==> src/sv/bsp_pkg.sv <==
`timescale 1ns / 1ps
`default_nettype none

package bsp_pkg;

  localparam int DIR_W      = 16;
  localparam int SIZE_W     = 20;
  localparam int ROT_W      = 16;
  localparam int ORG_W      = 20;
  localparam int PT_W       = 21;
  localparam int IDX_W      = 3;
  localparam int CFG_IDX_W  = 3;
  localparam int CFG_DATA_W = 60;
  localparam int FRAC_SHIFT = 15;

  // dir * rot products, their sum over three axes
  localparam int PROD_W   = DIR_W + ROT_W;
  localparam int RSUM_W   = PROD_W + 1;
  // size * rot, corner coordinate, rounded coordinate
  localparam int M_W      = SIZE_W + ROT_W;
  localparam int CORNER_W = M_W + 2;
  localparam int RND_W    = CORNER_W - FRAC_SHIFT;

  localparam int QUEUE_DEPTH_DEF = 8;

  // register indexes
  localparam logic [CFG_IDX_W-1:0] CFG_BOX_WIDTH    = 3'd0;
  localparam logic [CFG_IDX_W-1:0] CFG_BOX_HEIGHT   = 3'd1;
  localparam logic [CFG_IDX_W-1:0] CFG_BOX_DEPTH    = 3'd2;
  localparam logic [CFG_IDX_W-1:0] CFG_ROT_ROW_X    = 3'd3;
  localparam logic [CFG_IDX_W-1:0] CFG_ROT_ROW_Y    = 3'd4;
  localparam logic [CFG_IDX_W-1:0] CFG_ROT_ROW_Z    = 3'd5;
  localparam logic [CFG_IDX_W-1:0] CFG_WORLD_ORIGIN = 3'd6;

  localparam logic [SIZE_W-1:0]  SIZE_RST  = 20'd256;
  localparam logic [3*ROT_W-1:0] ROT_X_RST = 48'h0000_0000_4000;
  localparam logic [3*ROT_W-1:0] ROT_Y_RST = 48'h0000_4000_0000;
  localparam logic [3*ROT_W-1:0] ROT_Z_RST = 48'h4000_0000_0000;

  // positive-half flags of each corner, bit 0 x, bit 1 y, bit 2 z
  localparam logic [7:0][2:0] CORNER_POS = {
    3'b110, 3'b111, 3'b101, 3'b100, 3'b010, 3'b011, 3'b001, 3'b000
  };

  typedef struct packed {
    logic [2:0][SIZE_W-1:0]       size;
    logic [2:0][2:0][ROT_W-1:0]   rot;
    logic [2:0][ORG_W-1:0]        org;
  } cfg_t;

  typedef struct packed {
    logic             valid;
    logic [IDX_W-1:0] idx;
  } entry_t;

  // lowest corner whose signs agree with want on every axis not marked free
  function automatic logic [IDX_W-1:0] pick_corner(input logic [2:0] want,
                                                   input logic [2:0] free);
    logic [IDX_W-1:0] idx;
    idx = '0;
    for (int i = 7; i >= 0; i--) begin
      if (((CORNER_POS[i] ^ want) & ~free) == 3'b000) begin
        idx = IDX_W'(i);
      end
    end
    return idx;
  endfunction

endpackage

`default_nettype wire

==> src/sv/bsp_queue.sv <==
`timescale 1ns / 1ps
`default_nettype none

module bsp_queue import bsp_pkg::*; #(
  parameter int DEPTH = QUEUE_DEPTH_DEF
) (
  input  wire logic                       clk_i,
  input  wire logic                       rst_ni,
  input  wire entry_t                     push_i,
  output entry_t                          head_o,
  output logic [$clog2(DEPTH+1)-1:0]      count_o
);

  localparam int AW = $clog2(DEPTH);
  localparam int CW = $clog2(DEPTH + 1);

  logic [IDX_W-1:0] mem [DEPTH];
  logic [AW-1:0]    wr_ptr_q, wr_ptr_d;
  logic [AW-1:0]    rd_ptr_q, rd_ptr_d;
  logic [CW-1:0]    count_q, count_d;
  logic             pop;
  logic             head_valid_q;
  logic [IDX_W-1:0] head_idx_q;

  // back end never stalls, so a stored word leaves on the next cycle
  assign pop = (count_q != '0);

  always_comb begin
    wr_ptr_d = wr_ptr_q;
    rd_ptr_d = rd_ptr_q;
    count_d  = count_q;
    if (push_i.valid) begin
      wr_ptr_d = (wr_ptr_q == AW'(DEPTH - 1)) ? '0 : wr_ptr_q + 1'b1;
    end
    if (pop) begin
      rd_ptr_d = (rd_ptr_q == AW'(DEPTH - 1)) ? '0 : rd_ptr_q + 1'b1;
    end
    if (push_i.valid && !pop) begin
      count_d = count_q + 1'b1;
    end else if (!push_i.valid && pop) begin
      count_d = count_q - 1'b1;
    end
  end

  always_ff @(posedge clk_i or negedge rst_ni) begin
    if (!rst_ni) begin
      wr_ptr_q     <= '0;
      rd_ptr_q     <= '0;
      count_q      <= '0;
      head_valid_q <= 1'b0;
    end else begin
      wr_ptr_q     <= wr_ptr_d;
      rd_ptr_q     <= rd_ptr_d;
      count_q      <= count_d;
      head_valid_q <= pop;
    end
  end

  always_ff @(posedge clk_i) begin
    if (push_i.valid) begin
      mem[wr_ptr_q] <= push_i.idx;
    end
    if (pop) begin
      head_idx_q <= mem[rd_ptr_q];
    end
  end

  assign head_o.valid = head_valid_q;
  assign head_o.idx   = head_idx_q;
  assign count_o      = count_q;

endmodule

`default_nettype wire

==> config.mk <==
export PLATFORM = sky130hd
export DESIGN_NAME = bsp_queue
export DESIGN_NICKNAME = d
export VERILOG_FILES = /design/src/sv/bsp_pkg.sv /design/src/sv/bsp_queue.sv
export SDC_FILE = /design/constraint.sdc
export NUM_CORES = 1
export LEC_CHECK = 0
export ABC_AREA = 1
export BUFFER_PORTS_ARGS = -buffer_cell sky130_fd_sc_hd__buf_2
export CELL_PAD_IN_SITES_DETAIL_PLACEMENT = 1
export CELL_PAD_IN_SITES_GLOBAL_PLACEMENT = 2
export CORE_UTILIZATION = 25
export CTS_CLUSTER_DIAMETER = 120
export DETAILED_ROUTE_END_ITERATION = 12
export GPL_ROUTABILITY_DRIVEN = 0
export PLACE_DENSITY_LB_ADDON = 0.1
export SLEW_MARGIN = 25
export SYNTH_ARGS = -nofsm -noshare
export SYNTH_HDL_FRONTEND = slang
export SYNTH_SLANG_ARGS = --single-unit
==> constraint.sdc <==
create_clock -name clk_i -period 5.4 [get_ports clk_i]
set_input_delay 1.08 -clock clk_i [delete_from_list [all_inputs] [get_ports clk_i]]
set_output_delay 1.08 -clock clk_i [all_outputs]
set_load 0.1 [all_outputs]
* Word level (Yosys, flattened, before mapping)
Memories as Yosys holds them, arrays and structs flattened. A register that Yosys moved wholly into a read port is not among the register bits. Cells that the tools add are included.
Word-level totals: register bits after elaboration 11, memory bits (writable) 24, bits of input ports 6, output and inout bits 8, memories 1
Cells by class: $add $sub $neg 4, equality and inequality tests 2, mux-type cells 6, reduce and logical (&&, ||, !) cells 6
Memory list:
- mem | words 8, bits a word 3, read ports 1, clocked after Yosys merged registers in 1, wr ports 1, RTL line bsp_queue.sv:17 | logic [IDX_W-1:0] mem [DEPTH];
Operators by type and width (count):
- 4-bit 2-to-1 mux | 2
- 3-bit by 1-bit adder with 3-bit output, second input constant | 2
- 3-bit equality test, second input constant | 2
- 3-bit 2-to-1 mux | 2
- 4-bit by 1-bit adder with 4-bit output, second input constant | 1
- 4-bit nonzero test | 1
- 4-bit by 1-bit subtractor with 4-bit output, second input constant | 1
- 1-bit logical AND | 2
- 1-bit zero test | 2
- 1-bit 2-to-1 mux | 2
- 2-bit nonzero test | 1

* Depth between registers and ports, before layout
Gate-level depths: netlist (run 1).
depth in word-level cells 4, depth in mapped cells 12

* Least setup slack after synthesis (run 1)
OpenSTA, ideal clock, no wires.
kind reg2reg, start reg count_q[0] (netlist: count_o[0]), end reg count_q[3] (netlist: count_o[3]), library setup time 0.120 ns, data arrival time 2.411 ns, slack 2.869 ns, cell stages (with the launch flop) 12, buffers on the path 0, cell sequence dfrtp_1 nor2_1 nand2_2 inv_1 ha_1 inv_1 ha_1 or2_2 nand2_1 nand2_1 nand3_1 nand2_1
Between the ends: word-level cells in the longest chain between the ends 4
Ends and longest elaborated chain:
- from (decl) | RTL line bsp_queue.sv:20 | logic [CW-1:0] count_q, count_d;
- from (signal assigned) | RTL line bsp_queue.sv:54 | count_q <= count_d;
- 4-bit nonzero test * | RTL line bsp_queue.sv:26 | assign pop = (count_q != '0);
- via pop | RTL line bsp_queue.sv:21 | logic pop;
- 1-bit zero test | RTL line bsp_queue.sv:38 | if (push_i.valid && !pop) begin
- 1-bit logical AND | RTL line bsp_queue.sv:38
- 4-bit 2-to-1 mux / 2-bit nonzero test (equally long branches)
Mark *: on every way through the listed nets, which the timed path passes. The rest lies on a longest branch. The select of a mux whose other input is x is not followed. A chain may end at the register's enable or synchronous reset.

* Worst setup path after layout (run 1)
start reg count_q[0] (netlist: count_o[0]), end out count_o[0]
RTL lines:
- to (decl) | RTL line bsp_queue.sv:11 | output logic [$clog2(DEPTH+1)-1:0] count_o
No word-level cell between the ends.

==> results of run 1 <==
==> logic make-up after synthesis <==
logic type	after synthesis
simple gates	104
compound gates	8
fa+ha+maj	7
flops	38
buf+inv	28
xor+xnor	2
==> cell usage after synthesis (all sizes together) <==
cell type / count
xnor2: 1
nand2: 62
dfrtp: 11
nand3: 5
xor2: 1
buf: 4
ha: 7
inv: 24
or2: 1
nor2: 36
edfxtp: 27
o21ai: 8
==> per-layer routing <==
layer  vias up  part of all wire (%)  GRT usage (%)
met5         -                     0              0
met4         0                   1.9           5.00
met3         6                   2.5           2.89
met2        16                    46           18.5
met1       542                    49           14.3
li1        614                     -              -
==> worst reg2reg max path: stages, from the launching register on <==
cell	delay, ns
dfrtp_1	0.43
nor2_1	0.25
nand2_2	0.19
inv_1	0.15
ha_1	0.18
inv_1	0.07
ha_1	0.31
or2_2	0.31
nand2_1	0.07
nand2_1	0.04
nand3_1	0.06
nand2_1	0.05
==> flip-flops by register name (all words and copies together), names as in the netlist <==
| signal | cells |
|---|---|
| head_valid_q | 1 |
| count_o | 4 |
| mem | 24 |
| head_idx_q | 3 |
| rd_ptr_q | 3 |
| wr_ptr_q | 3 |
==> per-stage QoR <==
stage / cell area [µm²] / util [%]
after CTS: 2040 / 30.0
after floorplan: 1760 / -
after global routing: 2040 / 30.0
after global placement: 1910 / 28.1
final: 2040 / 30.0
after detailed placement: 1910 / 28.1
==> worst max-delay path by stage <==
stage	startpoint	endpoint	slack [ns]	cells past startpoint
after CTS	count_o[0]	count_o[0]	3.13	1
after floorplan	count_o[0]	count_o[3]	2.87	11
after detailed placement	push_i[3]	count_o[3]	2.92	9
final	count_o[0]	count_o[0]	3.15	1
after global placement	push_i[3]	count_o[3]	2.98	9
after global routing	count_o[0]	count_o[3]	2.98	11
==> cell type report <==
class / instances / share of cell area [%]
Sequential cell: 38 / 53.2
Multi-Input combinational cell: 121 / 26.8
Tap cell: 96 / 5.89
Inverter: 24 / 4.41
Clock buffer: 5 / 3.37
Timing Repair Buffer: 13 / 3.19
Clock inverter: 3 / 3.13
==> summary.txt, run 1 <==
Timing
  – Skew final: 0.0100 ns
  – FMAX: 445 MHz
  – Setup TNS: 0 ns
  – Setup ws final: 3.15 ns
  – Worst Max-Slew Pin Slew: 0.747 ns
  – Final worst-path cycle share: 41.6%
  – WHS: 0.556 ns
  – Relative slew slack: 50.2%
  – Max-slew violation count: 0
  – Final hold vios: 0
  – Final setup fails: 0
  – RSZ-0062 raised after global routing: no
  – Post-layout min period: 2.25 ns

Yosys
  – XOR/XNOR share of the synthesized area: 0.993%
  – Multiplexer share of the synthesized area: 0%
  – Simple logic cell fraction of the synthesized area: 22.8%
  – Post-Synth Adder-Cell Area: 4.96%
  – Synth Area in Compound Gates: 2.27%
  – FF+latch count, synth: 38
  – Synth Instances: 187
  – Top cells by area, synth: edfxtp_1 (46%), dfrtp_1 (16%), nand2_1 (13%)
  – Largest family of logic cells by synthesized area: simple AND/OR/NAND/NOR gates
  – Area leader, netlist: edfxtp_1
  – Post-synthesis net count: 200
  – Avg Inst Size Synth: 9.43 µm²
  – Synth Cell Area: 1760 µm²
  – Synth top area share: 46.0%
  – Seq/Total Area, Yosys: 61.6%
  – Synth warn: 0
  – Yosys cell types: 16

Clocking
  – CTS clk-pin slew, worst paths: 0.07 ns
  – CTS tree: yes
  – Clk Latency, worst-skew pair: 0.29 ns
  – CTS root buffer: clkbuf_8
  – TritonCTS Buffers: 5
  – Max Root-Sink Buffers: 2
  – Post-CTS Setup Inserts: 0
  – Cts repair resizes: 0
  – Hold buffer count at cts: 0
  – H-Tree Depth: 2
  – CTS sink cnt: 38

Cells and area
  – Share of cells above drive strength 1: 11.3%
  – Fin cells: 300
  – Most frequent cells in the layout: nand2_1 (61), nor2_1 (36), edfxtp_1 (27), inv_1 (23), buf_2 (13)
  – Fillers: 778
  – Multi-input gate area: 547 µm²
  – Layout area overhead: 15.7%
  – Register area: 1090 µm²
  – Antenna cells: 0
  – Nets: 216
  – Commonest non-fill, non-tap cell in the layout: nand2_1

Critical path
  – R2R Setup Slk: 3.18 ns
  – R2R cell count: 11
  – CP Cell Sequence: buf_2
  – Top delay family on crit path: buffers and inverters
  – Crit path launch type: flip-flop
  – Critical path fanouts, max: 5
  – WP buf/inv: 1
  – Crit Path Category: flip-flop to primary output
  – CP arrival: 1.17 ns
  – Worst r2r src: count_o[0]
  – Worst EP required: 4.32 ns
  – CP Capture Type: primary output
  – Slowest stage cell, crit path: buf_2
  – CP max stage delay: 0.45 ns
  – RR Endpoint: count_o[3]

Drt
  – Via count: 1178
  – Routed len/inst: 12.0 µm
  – WL final: 3610 µm
  – Routed Antenna Nets: 0
  – Vias per Instance: 3.93
  – First drt pass iteration count: 4
  – Post-route DRC: 0
  – Starting DRT DRC Count: 25

Global route
  – Largest net degree at the start of global routing: 28
  – First-pass GRT wire length: 6290 µm
  – GRT overflow: 0
  – Initial antenna violation count: 0
  – Vias in the first global route: 1303
  – GRT Total Usage: 11.4%

Min path
  – Hold path startpoint: count_o[2]
  – Worst min path class: flip-flop to flip-flop
  – Hold Crit Endpoint: count_o[2]
  – Worst Hold Depth: 2

Floorplan
  – Core Footprint: 6790 µm²
  – Die W: 86.0 µm
  – Die H: 86.0 µm
  – Row count: 30
  – Initial Util: 26.0%
  – I/O Pins: 14
  – Die ar.: 7400 µm²

Place
  – Hpwl dp: 2880 µm
  – Buffers added on ports: 13
  – Placed cells: 292
  – DP Worst Slack: 2.92 ns

Run status
  – Outcome: complete, no violations

Flow run
  – Max-cap viol count: 0
Power of run 1 is not shown: default switching activity piles up to over one toggle a cycle in this logic, so the estimate is an artifact.
==> inputs of run 2 (changes only) <==
Clock period 5.4 ns to 2.2 ns, I/O delays scaled along.
==> summary.txt, run 2 (synthesized netlist as in run 1, its figures left out) <==
Cells and area
  – Layout area overhead: 14.1% (was 15.7%)
  – Nets: 218 (was 216)
  – Fillers: 803 (was 778)
  – Share of cells above drive strength 1: 13.6% (was 11.3%)
  – Fin util: 29.6% (was 30.0%)
  – Fin cells: 302 (was 300)
  – Biggest register: mem (unchanged)
  – Commonest non-fill, non-tap cell in the layout: nand2_1 (unchanged)
  – Most frequent cells in the layout: nand2_1 (61), nor2_1 (35), edfxtp_1 (27), inv_1 (23), buf_2 (13) (was nand2_1 (61), nor2_1 (36), edfxtp_1 (27), inv_1 (23), buf_2 (13))
  – Antenna cells: 0 (unchanged)
  – Max reg flops: 24 (unchanged)

Global route
  – GRT overflow: 0 (unchanged)
  – GRT Total Usage: 11.7% (was 11.4%)
  – First-pass GRT wire length: 6380 µm (was 6290 µm)
  – Largest net degree at the start of global routing: 28 (unchanged)
  – Vias in the first global route: 1298 (was 1303)
  – Initial antenna violation count: 0 (unchanged)

Critical path
  – CP arrival: 2.20 ns (was 1.17 ns)
  – Crit path launch type: flip-flop (unchanged)
  – CP max stage delay: 0.51 ns (was 0.45 ns)
  – CP Cell Sequence: nor2_2, nand2_2, inv_1, ha_1, inv_1, ha_1, or2_2, nand2_1, nand2_1, nand3_1, nand2_1 (was buf_2)
  – Crit Path Category: flip-flop to flip-flop (was flip-flop to primary output)
  – Critical path fanouts, max: 5 (unchanged)
  – Crit-path most repeated cell: nand2_1
  – CP Capture Type: flip-flop (was primary output)
  – Worst EP required: 2.38 ns (was 4.32 ns)
  – Slowest stage cell, crit path: dfrtp_4 (was buf_2)

Floorplan
  – Row count: 30 (unchanged)
  – Die H: 86.0 µm (unchanged)
  – Core Footprint: 6790 µm² (unchanged)
  – Die W: 86.0 µm (unchanged)
  – Initial Util: 26.0% (unchanged)
  – I/O Pins: 14 (unchanged)
  – Die ar.: 7400 µm² (unchanged)

Timing
  – FMAX: 496 MHz
  – Worst Max-Slew Pin Slew: 0.485 ns (was 0.747 ns)
  – WHS: 0.0270 ns (was 0.556 ns)
  – Max-slew violation count: 0 (unchanged)
  – Final hold vios: 0 (unchanged)
  – Skew final: 0.00641 ns (was 0.0100 ns)
  – Final worst-path cycle share: 91.6%
  – RSZ-0062 raised after global routing: no (unchanged)
  – Post-layout min period: 2.02 ns
  – Setup TNS: 0 ns (unchanged)
  – Relative slew slack: 67.9% (was 50.2%)
  – Final setup fails: 0 (unchanged)

Drt
  – Routed Antenna Nets: 0 (unchanged)
  – Starting DRT DRC Count: 52 (was 25)
  – Via count: 1208 (was 1178)
  – WL final: 3800 µm (was 3610 µm)
  – Routed len/inst: 12.6 µm (was 12.0 µm)
  – Post-route DRC: 0 (unchanged)
  – First drt pass iteration count: 4 (unchanged)
  – Vias per Instance: 4.00 (was 3.93)

Flow run
  – Max-cap viol count: 0 (unchanged)

Place
  – Placed cells: 294 (was 292)
  – Buffers added on ports: 13 (unchanged)
  – Hpwl dp: 2890 µm (was 2880 µm)

Min path
  – Worst min path class: input port to asynchronous set/reset pin (was flip-flop to flip-flop)

Run status
  – Outcome: complete, no violations (unchanged)

Clocking
  – CTS clk-pin slew, worst paths: 0.07 ns (about the same)
  – H-Tree Depth: 2 (unchanged)
  – Max Root-Sink Buffers: 2 (unchanged)
  – TritonCTS Buffers: 5 (unchanged)
  – CTS tree: yes (unchanged)
  – Hold buffer count at cts: 0 (unchanged)
  – Post-CTS Setup Inserts: 0 (unchanged)
  – CTS root buffer: clkbuf_8 (unchanged)
  – Clk Latency, worst-skew pair: 0.29 ns (about the same)
  – CTS sink cnt: 38 (unchanged)
## run 2: changes by cell type in the layout (fill, tap and decap cells not counted), sizes merged
cell / previous run / this run
bufinv: 2 / 0
buf: 13 / 15
clkbuf: 5 / 8
clkinv: 1 / 0
## run 2: worst max-delay path: cells and delay by family, from the launching register on
kind	cells	cell delay, ns
buffers and inverters	2	0.17
adder cells (fa/ha/maj)	2	0.46
AND/OR/NAND/NOR	7	0.78
flip-flops	1	0.51
## run 2: timing repair
item,in CTS,in global routing
hold endpoints to repair,0,0
resized for setup,0,1
setup endpoints to repair,0,1
## run 2: through the flow
stage | cell area [µm²] | setup WS (ns)
6_report | 2010 | 0.184
5_1_grt | 2010 | 0.0339
4_1_cts | 2010 | 0.0989
3_5_place_dp | 1930 | 0.113
3_3_place_gp | 1930 | 0.194
2_1_floorplan | 1770 | 0.0112
## run 2: per-layer routing
layer	global-route usage (%)	vias to the layer above	part of all wire, %
met4	4.09	0	1.5
li1	-	618	-
met2	19.5	14	49
met5	0	-	0
met3	3.46	6	2.8
met1	14.3	570	46
## run 2: worst paths after layout
check                           startpoint     endpoint  slack [ns]  cells after the start
worst min register to register  count_o[2]   count_o[2]        0.54                      2
max in group asynchronous           rst_ni   count_o[0]        1.92                      1
worst min-delay path                rst_ni  rd_ptr_q[0]        0.03                      1
min in group clk_i               push_i[0]    mem[6][0]        0.47                      1
worst max register to register  count_o[0]   count_o[3]        0.18                     11
worst max-delay path            count_o[0]   count_o[3]        0.18                     11
## run 2: cell type report
type | instances | area [µm²] | share of cell area [%]
flip-flops and latches | 38 | 1090 | 54.3
multi-input cells | 121 | 549 | 27.3
well taps | 96 | 120 | 5.97
inverters | 24 | 90.1 | 4.47
clock buffers | 8 | 80.1 | 3.98
repair buffers | 15 | 80.1 | 3.98
Power of run 2 is left out for the same reason.
